## src/rtl/lru_pkg.sv

```systemverilog
// Shared constants and types for the age-counter victim selector.
package lru_pkg;

   localparam int NUM_FRAMES      = 16;
   localparam int AGE_WIDTH       = 16;
   localparam int FRAME_IDX_WIDTH = $clog2(NUM_FRAMES);

   // Widths of the request and response payload fields.
   localparam int REQ_INDEX_WIDTH = 4;
   localparam int RSP_INDEX_WIDTH = 4;
   localparam int RSP_AGE_WIDTH   = 16;

   typedef enum logic {
      OP_ACCESS = 1'b0,
      OP_CLEAR  = 1'b1
   } opcode_type;

   typedef enum logic [1:0] {
      ST_IDLE,
      ST_SWEEP,
      ST_FINISH
   } ctrl_state_type;

   // Commands from the controller to the datapath.
   typedef struct packed {
      logic start;
      logic step;
      logic load_result;
   } dp_cmd_type;

   // Status from the datapath to the controller.
   typedef struct packed {
      logic last_frame;
   } dp_status_type;

endpackage

```

## src/rtl/lru_if.sv

```systemverilog
// Valid/ready channel interfaces for requests and responses.
interface lru_req_if
   import lru_pkg::*;
   ();
   logic                       valid;
   logic                       ready;
   logic                       opcode;
   logic [REQ_INDEX_WIDTH-1:0] frame_index;

   modport source (output valid, output opcode, output frame_index, input ready);
   modport sink (input valid, input opcode, input frame_index, output ready);
endinterface

interface lru_rsp_if
   import lru_pkg::*;
   ();
   logic                       valid;
   logic                       ready;
   logic [RSP_INDEX_WIDTH-1:0] victim_frame;
   logic [RSP_AGE_WIDTH-1:0]   victim_age;
   logic                       victim_in_use;

   modport source (output valid, output victim_frame, output victim_age,
                   output victim_in_use, input ready);
   modport sink (input valid, input victim_frame, input victim_age,
                 input victim_in_use, output ready);
endinterface

```

## src/rtl/lru_ctrl.sv

```systemverilog
// Controller state machine: request intake, frame sweep and response handoff.
module lru_ctrl
   import lru_pkg::*;
(
   input  logic          clock,
   input  logic          reset,
   input  logic          req_valid,
   output logic          req_ready,
   output logic          rsp_valid,
   input  logic          rsp_ready,
   output dp_cmd_type    cmd,
   input  dp_status_type status
);

   ctrl_state_type state_ff, state_in;
   logic           rsp_valid_ff, rsp_valid_in;

   always_ff @(posedge clock) begin
      if (reset) begin
         state_ff     <= ST_IDLE;
         rsp_valid_ff <= 1'b0;
      end else begin
         state_ff     <= state_in;
         rsp_valid_ff <= rsp_valid_in;
      end
   end

   always_comb begin
      state_in        = state_ff;
      req_ready       = 1'b0;
      cmd.start       = 1'b0;
      cmd.step        = 1'b0;
      cmd.load_result = 1'b0;
      unique case (state_ff)
         ST_IDLE: begin
            req_ready = 1'b1;
            if (req_valid) begin
               cmd.start = 1'b1;
               state_in  = ST_SWEEP;
            end
         end
         ST_SWEEP: begin
            cmd.step = 1'b1;
            if (status.last_frame) begin
               state_in = ST_FINISH;
            end
         end
         ST_FINISH: begin
            // Hold the finished result until the response register is free.
            if (!rsp_valid_ff || rsp_ready) begin
               cmd.load_result = 1'b1;
               state_in        = ST_IDLE;
            end
         end
         default: begin
            state_in = ST_IDLE;
         end
      endcase
      rsp_valid_in = cmd.load_result | (rsp_valid_ff & ~rsp_ready);
   end

   assign rsp_valid = rsp_valid_ff;

endmodule

```

## src/rtl/lru_dp.sv

```systemverilog
// Datapath: per-frame age and in-use registers, sweep counter and oldest-frame search.
module lru_dp
   import lru_pkg::*;
(
   input  logic                       clock,
   input  logic                       reset,
   input  logic                       req_opcode,
   input  logic [REQ_INDEX_WIDTH-1:0] req_frame_index,
   input  dp_cmd_type                 cmd,
   output dp_status_type              status,
   output logic [RSP_INDEX_WIDTH-1:0] rsp_victim_frame,
   output logic [RSP_AGE_WIDTH-1:0]   rsp_victim_age,
   output logic                       rsp_victim_in_use
);

   localparam logic [AGE_WIDTH-1:0] AGE_MAX = '1;
   localparam int CMP_WIDTH =
      (FRAME_IDX_WIDTH > REQ_INDEX_WIDTH) ? FRAME_IDX_WIDTH + 1 : REQ_INDEX_WIDTH + 1;

   logic [AGE_WIDTH-1:0]       age_ff [NUM_FRAMES];
   logic [NUM_FRAMES-1:0]      in_use_ff;
   logic [FRAME_IDX_WIDTH-1:0] count_ff;
   logic                       opcode_ff;
   logic [REQ_INDEX_WIDTH-1:0] index_ff;
   logic                       found_ff;
   logic [FRAME_IDX_WIDTH-1:0] best_idx_ff;
   logic [AGE_WIDTH-1:0]       best_age_ff;
   logic [RSP_INDEX_WIDTH-1:0] victim_frame_ff;
   logic [RSP_AGE_WIDTH-1:0]   victim_age_ff;
   logic                       victim_in_use_ff;

   logic [AGE_WIDTH-1:0] cur_age;
   logic                 cur_in_use;
   logic [AGE_WIDTH-1:0] age_in;
   logic                 in_use_in;
   logic                 hit;
   logic                 take;

   assign cur_age    = age_ff[count_ff];
   assign cur_in_use = in_use_ff[count_ff];
   assign hit        = CMP_WIDTH'(count_ff) == CMP_WIDTH'(index_ff);

   always_comb begin
      age_in    = cur_age;
      in_use_in = cur_in_use;
      if (opcode_ff == OP_CLEAR) begin
         age_in    = '0;
         in_use_in = 1'b0;
      end else if (hit) begin
         age_in    = '0;
         in_use_in = 1'b1;
      end else if (cur_in_use && cur_age != AGE_MAX) begin
         age_in = cur_age + AGE_WIDTH'(1);
      end
      // Strictly greater keeps the lowest index on a tie.
      take = in_use_in && (!found_ff || age_in > best_age_ff);
   end

   assign status.last_frame = count_ff == FRAME_IDX_WIDTH'(NUM_FRAMES - 1);

   always_ff @(posedge clock) begin
      if (reset) begin
         in_use_ff <= '0;
         count_ff  <= '0;
         found_ff  <= 1'b0;
      end else if (cmd.start) begin
         count_ff <= '0;
         found_ff <= 1'b0;
      end else if (cmd.step) begin
         in_use_ff[count_ff] <= in_use_in;
         count_ff            <= count_ff + FRAME_IDX_WIDTH'(1);
         if (take) begin
            found_ff <= 1'b1;
         end
      end
   end

   always_ff @(posedge clock) begin
      if (reset) begin
         for (int i = 0; i < NUM_FRAMES; i++) begin
            age_ff[i] <= '0;
         end
      end else if (cmd.step) begin
         age_ff[count_ff] <= age_in;
      end
   end

   always_ff @(posedge clock) begin
      if (cmd.start) begin
         opcode_ff   <= req_opcode;
         index_ff    <= req_frame_index;
         best_idx_ff <= '0;
         best_age_ff <= '0;
      end else if (cmd.step && take) begin
         best_idx_ff <= count_ff;
         best_age_ff <= age_in;
      end
      if (cmd.load_result) begin
         victim_frame_ff  <= RSP_INDEX_WIDTH'(best_idx_ff);
         victim_age_ff    <= RSP_AGE_WIDTH'(best_age_ff);
         victim_in_use_ff <= found_ff;
      end
   end

   assign rsp_victim_frame  = victim_frame_ff;
   assign rsp_victim_age    = victim_age_ff;
   assign rsp_victim_in_use = victim_in_use_ff;

endmodule

```

## src/rtl/lru_age_counter_victim_select.sv

```systemverilog
// Each request is accepted in the idle state; the sweep then steps through
// the sixteen frame registers one frame a cycle (ageing them and tracking
// the oldest in-use frame), and the finish state loads the response
// register. A new request is accepted while a finished response still
// waits to be taken; the block stalls only if a second response is ready
// before the first is taken.
// There is no configuration and no startup sweep after reset.
module lru_age_counter_victim_select
   import lru_pkg::*;
(
   input logic   clock,
   input logic   reset,
   lru_req_if.sink   req_bus,
   lru_rsp_if.source rsp_bus
);

   dp_cmd_type    cmd;
   dp_status_type status;

   lru_ctrl u_ctrl (
      .clock     (clock),
      .reset     (reset),
      .req_valid (req_bus.valid),
      .req_ready (req_bus.ready),
      .rsp_valid (rsp_bus.valid),
      .rsp_ready (rsp_bus.ready),
      .cmd       (cmd),
      .status    (status)
   );

   lru_dp u_dp (
      .clock             (clock),
      .reset             (reset),
      .req_opcode        (req_bus.opcode),
      .req_frame_index   (req_bus.frame_index),
      .cmd               (cmd),
      .status            (status),
      .rsp_victim_frame  (rsp_bus.victim_frame),
      .rsp_victim_age    (rsp_bus.victim_age),
      .rsp_victim_in_use (rsp_bus.victim_in_use)
   );

endmodule
```

## src/flat_wrapper.sv

```systemverilog
// flat-port wrapper written by rule: the top's interface ports become plain ports
module lru_age_counter_victim_select_flat import lru_pkg::*;
  (clock, reset, req_bus_valid, req_bus_opcode, req_bus_frame_index, req_bus_ready, rsp_bus_valid, rsp_bus_victim_frame, rsp_bus_victim_age, rsp_bus_victim_in_use, rsp_bus_ready);
  lru_req_if req_bus_i ();
  lru_rsp_if rsp_bus_i ();
  input logic clock;
  input logic reset;
  input wire logic [$bits(req_bus_i.valid)-1:0] req_bus_valid;
  input wire logic [$bits(req_bus_i.opcode)-1:0] req_bus_opcode;
  input wire logic [$bits(req_bus_i.frame_index)-1:0] req_bus_frame_index;
  output wire logic [$bits(req_bus_i.ready)-1:0] req_bus_ready;
  output wire logic [$bits(rsp_bus_i.valid)-1:0] rsp_bus_valid;
  output wire logic [$bits(rsp_bus_i.victim_frame)-1:0] rsp_bus_victim_frame;
  output wire logic [$bits(rsp_bus_i.victim_age)-1:0] rsp_bus_victim_age;
  output wire logic [$bits(rsp_bus_i.victim_in_use)-1:0] rsp_bus_victim_in_use;
  input wire logic [$bits(rsp_bus_i.ready)-1:0] rsp_bus_ready;
  assign req_bus_i.valid = req_bus_valid;
  assign req_bus_i.opcode = req_bus_opcode;
  assign req_bus_i.frame_index = req_bus_frame_index;
  assign req_bus_ready = req_bus_i.ready;
  assign rsp_bus_valid = rsp_bus_i.valid;
  assign rsp_bus_victim_frame = rsp_bus_i.victim_frame;
  assign rsp_bus_victim_age = rsp_bus_i.victim_age;
  assign rsp_bus_victim_in_use = rsp_bus_i.victim_in_use;
  assign rsp_bus_i.ready = rsp_bus_ready;
  lru_age_counter_victim_select u_core (.clock(clock), .reset(reset), .req_bus(req_bus_i), .rsp_bus(rsp_bus_i));
endmodule
```

## config.mk

```make
export PLATFORM = sky130hd
export DESIGN_NAME = lru_age_counter_victim_select_flat
export DESIGN_NICKNAME = d
export VERILOG_FILES = /design/src/rtl/lru_pkg.sv /design/src/rtl/lru_if.sv /design/src/rtl/lru_ctrl.sv /design/src/rtl/lru_dp.sv /design/src/rtl/lru_age_counter_victim_select.sv /design/src/flat_wrapper.sv
export SDC_FILE = /design/constraint.sdc
export NUM_CORES = 1
export LEC_CHECK = 0
export BUFFER_PORTS_ARGS = -buffer_cell sky130_fd_sc_hd__buf_2
export CAP_MARGIN = 20
export CORE_ASPECT_RATIO = 1.5
export CORE_MARGIN = 3
export CORE_UTILIZATION = 45
export CTS_CLUSTER_SIZE = 14
export DETAILED_ROUTE_END_ITERATION = 16
export SYNTH_ARGS = -nofsm -noshare
export SYNTH_HDL_FRONTEND = slang
export SYNTH_SLANG_ARGS = --single-unit
```

## constraint.sdc

```tcl
create_clock -name clock -period 5.2 [get_ports clock]
set_clock_uncertainty 0.2 [all_clocks]
set_input_delay 0.52 -clock clock [delete_from_list [all_inputs] [get_ports clock]]
set_output_delay 0.52 -clock clock [all_outputs]
set_load 0.02 [all_outputs]
```

# --- After elaboration in Yosys (flattened, before gate mapping) ---
# Memories as Yosys holds them, arrays and structs flattened. A register that Yosys moved wholly into a read port is not among the register bits.
# Index checks and enable logic that the tools add are counted.
classes:
  addsub: 2
  multipliers: 0
  div: 0
  magnitude_cmp: 3
  n_eq_ne: 8
  n_shift: 0
  muxes: 30
  n_bitwise: 4
  n_reduce_logical: 14
ops:
  columns: ["cell", "n"]
  rows:
  - ["2-to-1 mux 16 bit", 4]
  - ["adder 16 x 1 -> 16 bit, second input constant", 1]
  - ["bitwise mux 16 bit", 1]
  - ["greater-than comparator 16 bit", 1]
  - ["2-to-1 mux 1 bit", 16]
  - ["!= test 16 bit, second input constant", 1]
  - ["OR reduction 16 bit", 1]
  - ["2-to-1 mux 4 bit", 3]
  - ["2-to-1 mux 2 bit", 3]
  - ["case mux 2 bit (3 select lines)", 1]
  - ["less-than comparator 4 x 5 -> 1 bit, second input constant", 1]
  - ["adder 4 x 1 -> 4 bit, second input constant", 1]
  - ["binary-select mux 1 bit (select 4 bit)", 1]
  - ["demux 1 bit (select 4 bit)", 1]
  - ["equality test 4 bit", 1]
  - ["equality test 4 bit, second input constant", 1]
  - [">= comparator 4 x 1 -> 1 bit, second input constant", 1]
  - ["logical AND 1 bit", 4]
  - ["!= test 2 bit, second input constant", 2]
  - ["AND reduction 2 bit", 2]
  - ["AND reduction 3 bit", 1]
  - ["equality test 2 x 1 -> 1 bit, second input constant", 1]
  - ["equality test 2 bit, second input constant", 1]
  - ["zero test 1 bit", 2]
  - ["other kinds (7)", 9]
totals:
  ff_bits: 70
  latchBits: 0
  mem_bits_rw: 256
  mem_bits_ro: 0
  in_bits: 9
  out_inout_bits: 23
  n_memories: 1
memory_table:
  columns: ["name", "words", "width", "rd", "rd_ports_with_merged_regs", "wr", "line", "text"]
  rows:
  - ["u_core.u_dp.age_ff", 16, 16, 1, 1, 16, "lru_dp.sv:20", "logic [AGE_WIDTH-1:0] age_ff [NUM_FRAMES];"]

# --- Logic depth before layout (Yosys ltp) ---
depth:
  ltp_word: 10
  ltp_mapped: 24
  ltp_nobuf: 18

# --- Cells and area by module ---
# From an unflattened synthesis, not the netlist that was laid out.
unflattened:
  hier_cells: 1155
  hier_area_um2: 15040.7
modules_own_cells:
  columns: ["module", "instances", "cells_each", "area_per_inst_um2"]
  rows:
  - ["lru_dp", 1, 1140, 14895.5]
  - ["lru_ctrl", 1, 15, 145.1]

# --- Least setup slack after synthesis ---
# OpenSTA, ideal clock, no wires.
synth_path:
  path_type: "register -> register"
  startpoint: "reg (tool-made name)"
  endpoint: "reg u_core.u_dp.best_age_ff[10]"
  t_arrival_ns: 5.013
  slack_ns: -0.087
  path_stages_with_launch: 23
  period_less_slack_ns: 5.287
  cell_sequence: "dfxtp_1 buf_4 buf_6 buf_6 mux4_2 a22oi_1 nand2_1 ha_1 and2_1 nand2_1 nor3_2 xnor2_2 buf_2 nor2_1 ha_1 nand4_1 or2_2 a21oi_1 o21ai_0 a211o_1 or4b_2 clkbuf_1 o21ai_0"
synth_lines:
  columns: ["element", "line", "text"]
  rows:
  - ["end signal, assigned", "lru_dp.sv:96", "best_age_ff <= age_in;"]
  - ["end, declared", "lru_dp.sv:27", "logic [AGE_WIDTH-1:0] best_age_ff;"]

==> impl_metrics.csv <==
group,metric,value,unit
cells_and_area,instances_no_fill,1589,
floorplan,rows,81,
clock_tree,cts_buffers,31,
run_status,outcome,"finished clean",
critical_path,worstPathArrival,5.20,ns
floorplan,dieWidth,156,um
synthesis,synthTopCellsByArea,"edfxtp_1 (56%), mux4_2 (10%), nor2_1 (6.4%)",
clock_tree,clock_latency,0.57,ns
synthesis,ys_dominant_reg_cell,"edfxtp_1",
synthesis,syn-instance-count,1110,
power_and_ir_drop,leakagePower,5.86,nW
hold_path,hold_depth,4,
clock_tree,clk_pin_slew_worst_paths,0.07,ns
detailed_routing,wirelength,39.1,mm
detailed_routing,first_iter_violations,857,
clock_tree,cts_sinks,330,
cells_and_area,nets,1186,
global_routing,grt_pass1_wl,59.6,mm
timing,clock.fmax,204,MHz
flow_run,max_cap_viol_count,0,
timing,slew_headroom,0.296,
timing,timing.final.crit_share,0.943,
synthesis,synth-edff-count,282,
synthesis,synth-seq-cells,330,
clock_tree,cts_tree,"done",
power_and_ir_drop,peakVddDrop,0.272,mV
timing,holdWs,0.0914,ns
timing,slew_violations,0,
detailed_routing,via_per_inst,5.79,
synthesis,synth_area,0.0151,mm^2
detailed_routing,via_count,9206,
critical_path,r2r_cells,19,
clock_tree,clock_path_buffers,3,
synthesis,synth_largest_area_cell,"edfxtp_1",
synthesis,async_flop_share,0,
timing,worst_pin_slew,1.06,ns
detailed_routing,routedWlPerCell,24.6,um
synthesis,ys_seq_area_frac,0.625,
critical_path,crit_type,"flop to flop",
global_routing,grt_usage,0.222,
critical_path,reg2reg_setup_slack,0.30,ns
hold_path,hp-class,"input port to flop",
critical_path,startpoint_type,"flop",
timing,rsz0062_at_grt,"no",
synthesis,avgSynthCellArea,13.6,um^2
floorplan,core,0.0328,mm^2
floorplan,dieHeight,230,um
clock_tree,clock-root-buffer,"clkbuf_16",
power_and_ir_drop,p_per_area,334,mW/mm^2
hold_path,holdPathEnd,"u_core.u_dp.found_ff",
critical_path,end_kind,"flop",
global_routing,grt_pass1_vias,9574,
place,hpwl,25.7,mm
synthesis,synth_most_common_cell,"edfxtp_1",
power_and_ir_drop,finalPower,5.66,mW
timing,setup_viol,0,
floorplan,num_io_pins,32,
clock_tree,htreeDepth,1,
place,dp_cells,1530,
detailed_routing,first_pass_iters,7,
timing,hold_violations,0,
timing,min_period,4.90,ns
floorplan,die_area,0.0358,mm^2
cells_and_area,antennaDiodeCount,0,
synthesis,ys_warn_count,0,
global_routing,grt_max_degree,40,
detailed_routing,drt_drc_violations_left,0,
critical_path,r2r-end,"u_core.u_dp.best_age_ff[7]",
global_routing,grt_antenna_before_repair,0,
hold_path,hp-start,"req_bus_valid",
synthesis,synth.distinct_cells,66,
place,routabilityCongestion,0.829,
synthesis,synth_nets,1140,
cells_and_area,drive_gt1_frac,0.255,
place,port_buffers,31,
cells_and_area,area_growth,12.4,%
floorplan,initial_core_util,0.459,
critical_path,path_max_fanout,14,
synthesis,synth_common_cells,"edfxtp_1 (282), nor2_1 (259), mux4_2 (68)",
cells_and_area,fillerInstances,2828,
detailed_routing,ant_nets,0,
global_routing,grt_overflow_total,0,
critical_path,critPathRequiredTime,5.49,ns
synthesis,yosysTopAreaCellShare,0.561,
[stage by stage]
stage,TNS [ns],setup slack [ns],cell area [um^2],util
4_1_cts,0,0.0907,16900,0.515
2_1_floorplan,0,0.00560,15100,-
5_1_grt,0,0.00876,17000,0.516
3_5_place_dp,-0.289,-0.0463,15900,0.484
6_report,0,0.296,17000,0.516
3_3_place_gp,0,0.000155,15900,0.483
[state kept, by name, summed over array words and instances, names as in the netlist, named ones only]
register / cells
u_core.u_dp.rsp_victim_age: 16
u_core.u_dp.age_ff: 256
u_core.u_dp.count_ff: 4
u_core.u_dp.opcode_ff: 1
u_core.u_dp.in_use_ff: 16
u_core.u_ctrl.rsp_valid: 1
u_core.u_dp.found_ff: 1
u_core.u_dp.best_age_ff: 16
u_core.u_dp.best_idx_ff: 4
u_core.u_dp.rsp_victim_frame: 4
u_core.u_dp.index_ff: 4
u_core.u_ctrl.state_ff: 2
u_core.u_dp.rsp_victim_in_use: 1
[cell usage in the layout (no fill, tap or decap), types with 6 or more instances in the layout]
cell / synthesis / final
nand3_1: 9 / 9
nor2_2: 18 / 18
clkbuf_16: 0 / 31
nor3_1: 19 / 19
o21bai_2: 1 / 13
nand2b_1: 7 / 7
a21oi_1: 9 / 9
a22oi_1: 26 / 26
edfxtp_1: 282 / 282
nand2_1: 40 / 39
inv_1: 38 / 38
buf_4: 8 / 62
buf_12: 1 / 6
xnor2_2: 12 / 12
nor2_1: 259 / 259
ha_1: 21 / 21
buf_2: 20 / 31
clkbuf_1: 51 / 6
mux2i_1: 13 / 12
o21ai_0: 15 / 15
or3_1: 17 / 17
mux4_2: 68 / 68
o32ai_1: 17 / 17
dfxtp_1: 48 / 45
[where the power goes]
part           internal [mW]  switching [mW]
sequential              2.94          0.0244
clock                   1.24           0.958
combinational          0.181           0.318
total                   4.36            1.30
[layer usage]
layer  wire [um]  GRT usage
met1       14900      0.275
met2       21000      0.395
met3        1740     0.0260
met5           0          0
met4        1560     0.0838
[critical path: stages (launching register included)]
cell and delay [ns]:
dfxtp_2 0.33, buf_12 0.15, buf_4 0.18, mux4_2 0.37, mux2i_4 0.08, buf_4 0.15, nor3_4 0.19, o21ai_4 0.13
nor3b_2 0.62, nor3_2 0.14, xnor2_2 0.20, nor2_1 0.07, ha_1 0.30, nand4_1 0.08, or2_2 0.29, a21oi_1 0.12
o21ai_0 0.12, a211o_1 0.29, or4b_4 0.62, o21ai_0 0.18
[cells by family (layout without fill, tap and decap cells)]
group | Yosys count | in the layout | share of synthesized area
fa+ha+maj | 21 | 21 | 0.0174
xor+xnor | 18 | 18 | 0.0164
flops | 330 | 330 | 0.625
mux | 85 | 85 | 0.113
compound gates | 113 | 113 | 0.0562
simple gates | 412 | 412 | 0.127
buf+inv | 131 | 195 | 0.0443
[layout make-up]
class                   instances  area, um^2  area share
well taps                     415         519      0.0306
repair buffers                106         817      0.0482
clock buffers                  41         853      0.0503
clock inverters                10         110     0.00649
inverters                      38         143     0.00841
multi-input cells             649        5080       0.300
flip-flops and latches        330        9440       0.556
[worst max-delay path by stage]
stage,start,endpoint,slack (ns),cells after the start
detailed placement,flop,u_core.u_dp.best_age_ff[6],-0.05,19
floorplan,flop,u_core.u_dp.best_age_ff[9],0.006,22
CTS,flop,u_core.u_dp.best_age_ff[2],0.09,21
global placement,flop,u_core.u_dp.best_age_ff[3],0.0002,19
global route,flop,u_core.u_dp.best_age_ff[3],0.009,19
finish,flop,u_core.u_dp.best_age_ff[7],0.30,19
[what timing repair did]
item                                    in CTS  in global routing
resized for setup                            1                  5
pin swaps                                    0                  2
setup buffers                                0                  2
endpoints found under the setup margin      14                 20
hold endpoints to repair                     5                  0
hold buffers                                 5                  0
(Power assumes the default switching activity.)
